==> src/design/assert_macros.svh <==
// Assertion helpers for the design files.
`ifndef ASSERT_MACROS_SVH
`define ASSERT_MACROS_SVH

// Same-cycle implication on the block clock.
`define ASSERT_NOW(lbl, ante, cons, msg) \
	lbl: assert property (@(posedge clk) disable iff (!arst_n) (ante) |-> (cons)) \
		else $error(msg);

// Next-cycle implication on the block clock.
`define ASSERT_NEXT(lbl, ante, cons, msg) \
	lbl: assert property (@(posedge clk) disable iff (!arst_n) (ante) |=> (cons)) \
		else $error(msg);

`endif

==> src/design/bpc_pkg.sv <==
// ----------------------------------------------------------------------------
// bpc_pkg
// Types and constants for the barometric pressure compensation pipeline.
// ----------------------------------------------------------------------------
package bpc_pkg;

	localparam int DIV_W = 32;
	localparam int CFG_W = 48;
	localparam int IDX_W = 3;

	localparam logic [IDX_W-1:0] REG_AC_SIGNED   = 3'd0;
	localparam logic [IDX_W-1:0] REG_AC_UNSIGNED = 3'd1;
	localparam logic [IDX_W-1:0] REG_B_TERMS     = 3'd2;
	localparam logic [IDX_W-1:0] REG_MC_MD       = 3'd3;
	localparam logic [IDX_W-1:0] REG_OVERSAMPLING = 3'd4;

	typedef struct packed {
		logic [15:0] raw_temp;
		logic [18:0] raw_press;
	} in_t;

	typedef struct packed {
		logic signed [15:0] temp_tenths;
		logic [17:0]        press_pa;
		logic               div_error;
	} out_t;

endpackage

==> src/design/bpc_udiv.sv <==
// ----------------------------------------------------------------------------
// bpc_udiv
// Pipelined restoring divider, unsigned, one quotient bit per stage.
// ----------------------------------------------------------------------------
module bpc_udiv (
	input  logic                    clk,
	input  logic                    en,
	input  logic [bpc_pkg::DIV_W-1:0] num,
	input  logic [bpc_pkg::DIV_W-1:0] den,
	output logic [bpc_pkg::DIV_W-1:0] quo
);
	import bpc_pkg::*;

	logic [DIV_W-1:0] rem_s [DIV_W];
	logic [DIV_W-1:0] num_s [DIV_W];
	logic [DIV_W-1:0] den_s [DIV_W];
	logic [DIV_W-1:0] quo_s [DIV_W];

	logic [DIV_W-1:0] rem_n [DIV_W];
	logic [DIV_W-1:0] num_n [DIV_W];
	logic [DIV_W-1:0] quo_n [DIV_W];

	always_comb begin
		logic [DIV_W:0]   r2;
		logic [DIV_W-1:0] pr, pn, pd, pq;
		for (int k = 0; k < DIV_W; k++) begin
			if (k == 0) begin
				pr = '0;
				pn = num;
				pd = den;
				pq = '0;
			end else begin
				pr = rem_s[k-1];
				pn = num_s[k-1];
				pd = den_s[k-1];
				pq = quo_s[k-1];
			end
			r2 = {pr, pn[DIV_W-1]};
			if (r2 >= {1'b0, pd}) begin
				r2 = r2 - {1'b0, pd};
				quo_n[k] = {pq[DIV_W-2:0], 1'b1};
			end else begin
				quo_n[k] = {pq[DIV_W-2:0], 1'b0};
			end
			rem_n[k] = r2[DIV_W-1:0];
			num_n[k] = {pn[DIV_W-2:0], 1'b0};
		end
	end

	always_ff @(posedge clk) begin
		if (en) begin
			den_s[0] <= den;
			for (int k = 0; k < DIV_W; k++) begin
				rem_s[k] <= rem_n[k];
				num_s[k] <= num_n[k];
				quo_s[k] <= quo_n[k];
			end
			for (int k = 1; k < DIV_W; k++) begin
				den_s[k] <= den_s[k-1];
			end
		end
	end

	assign quo = quo_s[DIV_W-1];

endmodule

==> config.mk <==
export PLATFORM = sky130hd
export DESIGN_NAME = bpc_udiv
export DESIGN_NICKNAME = d
export VERILOG_FILES = /design/src/design/assert_macros.svh /design/src/design/bpc_pkg.sv /design/src/design/bpc_udiv.sv
export SDC_FILE = /design/constraint.sdc
export NUM_CORES = 2
export LEC_CHECK = 0
export BUFFER_PORTS_ARGS = -buffer_cell sky130_fd_sc_hd__buf_2
export CORE_ASPECT_RATIO = 1.2
export CORE_UTILIZATION = 35
export DETAILED_ROUTE_END_ITERATION = 6
export SYNTH_ARGS = -nofsm -noshare
export SYNTH_HDL_FRONTEND = slang
export SYNTH_SLANG_ARGS = --single-unit
==> constraint.sdc <==
create_clock -name clk -period 3.35 [get_ports clk]
set_input_delay 0.8375 -clock clk [delete_from_list [all_inputs] [get_ports clk]]
set_output_delay 0.8375 -clock clk [all_outputs]
set_load 0.005 [all_outputs]
; Word level (Yosys, flattened, before mapping)
; Memory sizes are Yosys's and may differ from the RTL's.
; Cells that the tools add are included.
[word_totals]
mem_bits_rw = 4064
in_bits = 66
out_inout_bits = 32
regBits = 0
elab_cells = 134
memories = 4
[classes]
n_mux = 66
magnitude_cmp = 32
n_addsub = 32
[mem_list]
columns = name, words, word_bits, read_ports, rd_clocked_by_memory_dff, wr, line_no
row1 = den_s, 32, 32, 31, 0, 32, bpc_udiv.sv:16  ; logic [DIV_W-1:0] den_s [DIV_W];
row2 = quo_s, 32, 32, 32, 0, 32, bpc_udiv.sv:17  ; logic [DIV_W-1:0] quo_s [DIV_W];
row3 = rem_s, 32, 32, 31, 0, 32, bpc_udiv.sv:14  ; logic [DIV_W-1:0] rem_s [DIV_W];
row4 = num_s, 32, 31, 31, 0, 32, bpc_udiv.sv:15  ; logic [DIV_W-1:0] num_s [DIV_W];
[op_table]
columns = operator, count
row1 = 32-bit 2-to-1 mux, 32
row2 = 33-bit by 32-bit greater-or-equal comparator with 1-bit output, 31
row3 = 32-bit subtractor, 31
row4 = 1-bit 2-to-1 mux, 34
row5 = 1-bit by 32-bit greater-or-equal comparator with 1-bit output, 1
row6 = 1-bit by 32-bit subtractor with 32-bit output, 1

; Depth between registers and ports, before layout
; An unclocked memory read counts as a cell.
[depth]
word_depth = 3
ltp_mapped = 17

; Worst setup path before layout
; No wires, ideal clock.
[synth_path]
path_type = register -> register
startpoint = memory den_s[19][1] (netlist: den_s[1][97])
endpoint = memory rem_s[20][24] (netlist: rem_s[1][152]), data pin
t_arrival_ns = 3.452
synth_period_minus_slack_ns = 3.712
setup_time_ns = 0.260
path_buffers = 1
stages_incl_launch_ff = 16
required_time_ns = 3.090
setup_slack_ns = -0.362
path_cell_list = edfxtp_1 > inv_1 > ha_1 > nor2b_1 > o31a_1 > o31ai_2 > a21oi_2 > a31oi_4 > o21ai_2 > a211o_1 > a31oi_4 > nand2_1 > a41o_1 > a211oi_4 > buf_6 > mux2_2
[synth_rtl]
columns = element, line_no
row1 = start: declaration, bpc_udiv.sv:16
row2 = end: declaration, bpc_udiv.sv:14

==> flow_summary.ini <==
[logic_synthesis]
synth_compound_area_frac = 0.127
muxShareOfSynthArea = 0.0304
yosys_warnings = 0
syn_area_per_cell_um2 = 12.4
synthesis.nets = 13335
synth_area_um2 = 151000
async_flop_share = 0
synth-xor-area-share = 0.0465
ys.flop_type = edfxtp_1
synth_edf_count = 3008
synth_seq_area_share = 0.596
synth_cells = 12245
synth-adder-area-share = 0.0861
netlist-cell-type-count = 98
synth-simple-area-share = 0.0763
ys_ff_latch = 3008
synth_top_family_by_area = compound AO/OA/AOI/OAI gates

[cells_and_area]
drive_above_1_share = 0.329
fin_nets = 16325
multiInputGateArea_um2 = 64800
area_delta_synth_final_pct = 34.3
num-fill-cells = 37936
regArea_um2 = 90300
fin_util = 0.472
final_cell_area_um2 = 203000

[detailed_routing]
route.final.wire_length_mm = 394
drc_errors = 0
drtPass1Iterations = 5
dr_total_vias = 104417
via_per_inst = 4.92
drt_iter0_drc = 4466
wire_per_inst_um = 18.5
ant_nets = 0

[sta]
rsz0062_at_grt = true
worst_pin_slew_ns = 1.02
hold_viol = 0
clock_skew_ns = 0.0773
setup_ws_ns = -0.744
min_period_ns = 4.09
fin_hold_ws_ns = 0.0853
max_slew_margin = 0.314
finalCritPeriodShare = 1.22
drv_slew = 0
fmax_mhz = 244
finalSetupViolations = 717

[clock_network]
cts_tree = yes
cts_max_level = 5
clk_pin_slew_ns = 0.06
clockBufferDepth = 4
root_buffer = clkbuf_16
clk_latency_ns = 0.96
cts_buffers = 331
clock_sinks = 3008

[global_route]
grt_pass1_wl_mm = 573
grt_usage = 0.169
overflow = 0
antenna_found_initial = 4
grt_max_degree = 121
grt_pass1_vias = 108776

[floorplanning]
start_util = 0.352
boundaryPins = 98
dieHeight_um = 723
rows = 264
die_area_um2 = 435000
fp.coreArea_um2 = 431000
die_w_um = 603

[job]
max-cap-violations = 0

[worst_setup_path]
arrival_ns = 4.77
startpoint_type = flip-flop
r2r_slack_ns = -0.74
required_ns = 4.03
critPathKind = flip-flop to flip-flop
crit_path_end_kind = flip-flop
crit_fanout = 7

[power_and_ir_drop]
power_density_nw_per_um2 = 1000
p_leak_uw = 0.0838
finalPower_uw = 204000
peakVddDrop_v = 0.000544

[placed_design]
routabilityCongestion = 0.928
dpl.hpwl_mm = 273
portBuffers = 97
place_area_um2 = 177000

[run_status]
violations = negative setup slack
outcome = complete, but fails checks

[worst_hold_path]
min_path_type = input port to flip-flop
cells by family (layout without fill, tap and decap cells):
| kind of cell | Yosys count | in the layout |
|---|---|---|
| AO/OA/AOI/OAI | 3068 | 3069 |
| XOR/XNOR | 804 | 804 |
| adder cells (fa/ha/maj) | 1024 | 1024 |
| buffers and inverters | 1482 | 4730 |
| flip-flops | 3008 | 3008 |
| multiplexers | 411 | 411 |
| other | 0 | 23 |
| AND/OR/NAND/NOR | 2448 | 2448 |
sequential cells by signal, indices dropped and copies added (netlist names):
name / cells
den_s: 992
rem_s: 992
quo_s: 528
num_s: 496
worst max-delay path, cell delays in order, from the launching register on:
cell and delay, ns:
edfxtp_1 0.40, ha_1 0.33, nor2b_4 0.14, o31a_1 0.28, o31ai_2 0.20, buf_4 0.18, a21oi_4 0.07, a31oi_4 0.23
o21ai_4 0.10, a211o_1 0.33, a31oi_4 0.18, nand2_2 0.11, a41o_1 0.29, a211oi_4 0.25, buf_12 0.19, clkbuf_16 0.20
mux2_4 0.30
per-stage QoR:
step | worst slack [ns] | TNS (ns) | instances
2_1_floorplan | -0.282 | -17.17 | 12245
3_3_place_gp | -1.05 | -445.48 | 20046
3_5_place_dp | -0.980 | -468.31 | 20046
4_1_cts | -0.746 | -236.32 | 20992
5_1_grt | -0.791 | -261.85 | 21236
6_report | -0.744 | -187.66 | 21236
placed cells by master (no fill, tap or decap), types with 136 or more instances in the layout:
master and count:
xnor2_1 490, nand3_1 167, buf_6 159, ha_1 874, inv_1 1154, edfxtp_1 3008
mux2_4 291, a21o_1 478, nand2_1 672, a21oi_2 223, clkbuf_16 366, a21oi_1 770
xor2_1 307, buf_4 2340, nand4_1 157, nor2_1 474, o21ai_0 442, buf_12 136
nor2_4 150, o21ai_2 158
cell type report:
type / count / area share
antenna: 23 / 0.000283
clock buffer: 412 / 0.0427
clock inverter: 180 / 0.00879
inverter: 1222 / 0.0227
multi-input combinational: 7756 / 0.318
sequential: 3008 / 0.444
tap: 5719 / 0.0352
timing repair buffer: 2916 / 0.128
where the power goes:
group / internal (µW) / leakage (µW) / switching [µW] / total [µW]
combinational: 56800 / 0.0493 / 52800 / 110000
clock: 20400 / 0.00507 / 15400 / 35800
sequential: 54000 / 0.0294 / 4820 / 58800
total: 131000 / 0.0838 / 73000 / 204000
per-layer routing:
metal,global-route usage,part of all wire,vias to the layer above
met2,0.361,0.58,1805
met1,0.123,0.28,50158
met3,0.0190,0.024,1311
li1,-,-,51143
met4,0.157,0.11,0
met5,0,0,-
timing repair:
item | 4_1_cts | 5_1_grt
pin swaps | 454 | 571
endpoints found under the hold margin | 33 | 0
setup endpoints to repair | 986 | 963
gates cloned | 59 | 39
resized for setup | 1160 | 1390
hold buffers | 33 | 0
buffers inserted | 295 | 245
worst paths after layout:
| kind | to | cells past startpoint | from |
|---|---|---|---|
| worst min-delay path | num_s[0][16] | 1 | num[16] |
| worst min register to register | num_s[0][460] | 0 | num_s[0][428] |
| worst max register to register | rem_s[1][152] | 16 | rem_s[1][96] |
| worst max-delay path | rem_s[1][152] | 16 | rem_s[1][96] |
synthesized netlist by cell type, types with 121 or more instances:
| cell | number | area share |
|---|---|---|
| nand2_1 | 718 | 0.018 |
| ha_1 | 994 | 0.082 |
| o21ai_0 | 685 | 0.023 |
| a21oi_1 | 1032 | 0.034 |
| xor2_1 | 309 | 0.018 |
| edfxtp_1 | 3008 | 0.60 |
| mux2_2 | 361 | 0.027 |
| clkbuf_1 | 189 | 0.0047 |
| inv_1 | 1221 | 0.030 |
| nand2b_1 | 138 | 0.0057 |
| nand4_1 | 157 | 0.0065 |
| xnor2_1 | 495 | 0.029 |
| nand3_1 | 183 | 0.0060 |
| nor2b_1 | 155 | 0.0064 |
| a21o_1 | 485 | 0.024 |
| nor2_1 | 696 | 0.017 |
| o21a_1 | 121 | 0.0060 |
(Power assumes the default switching activity.)
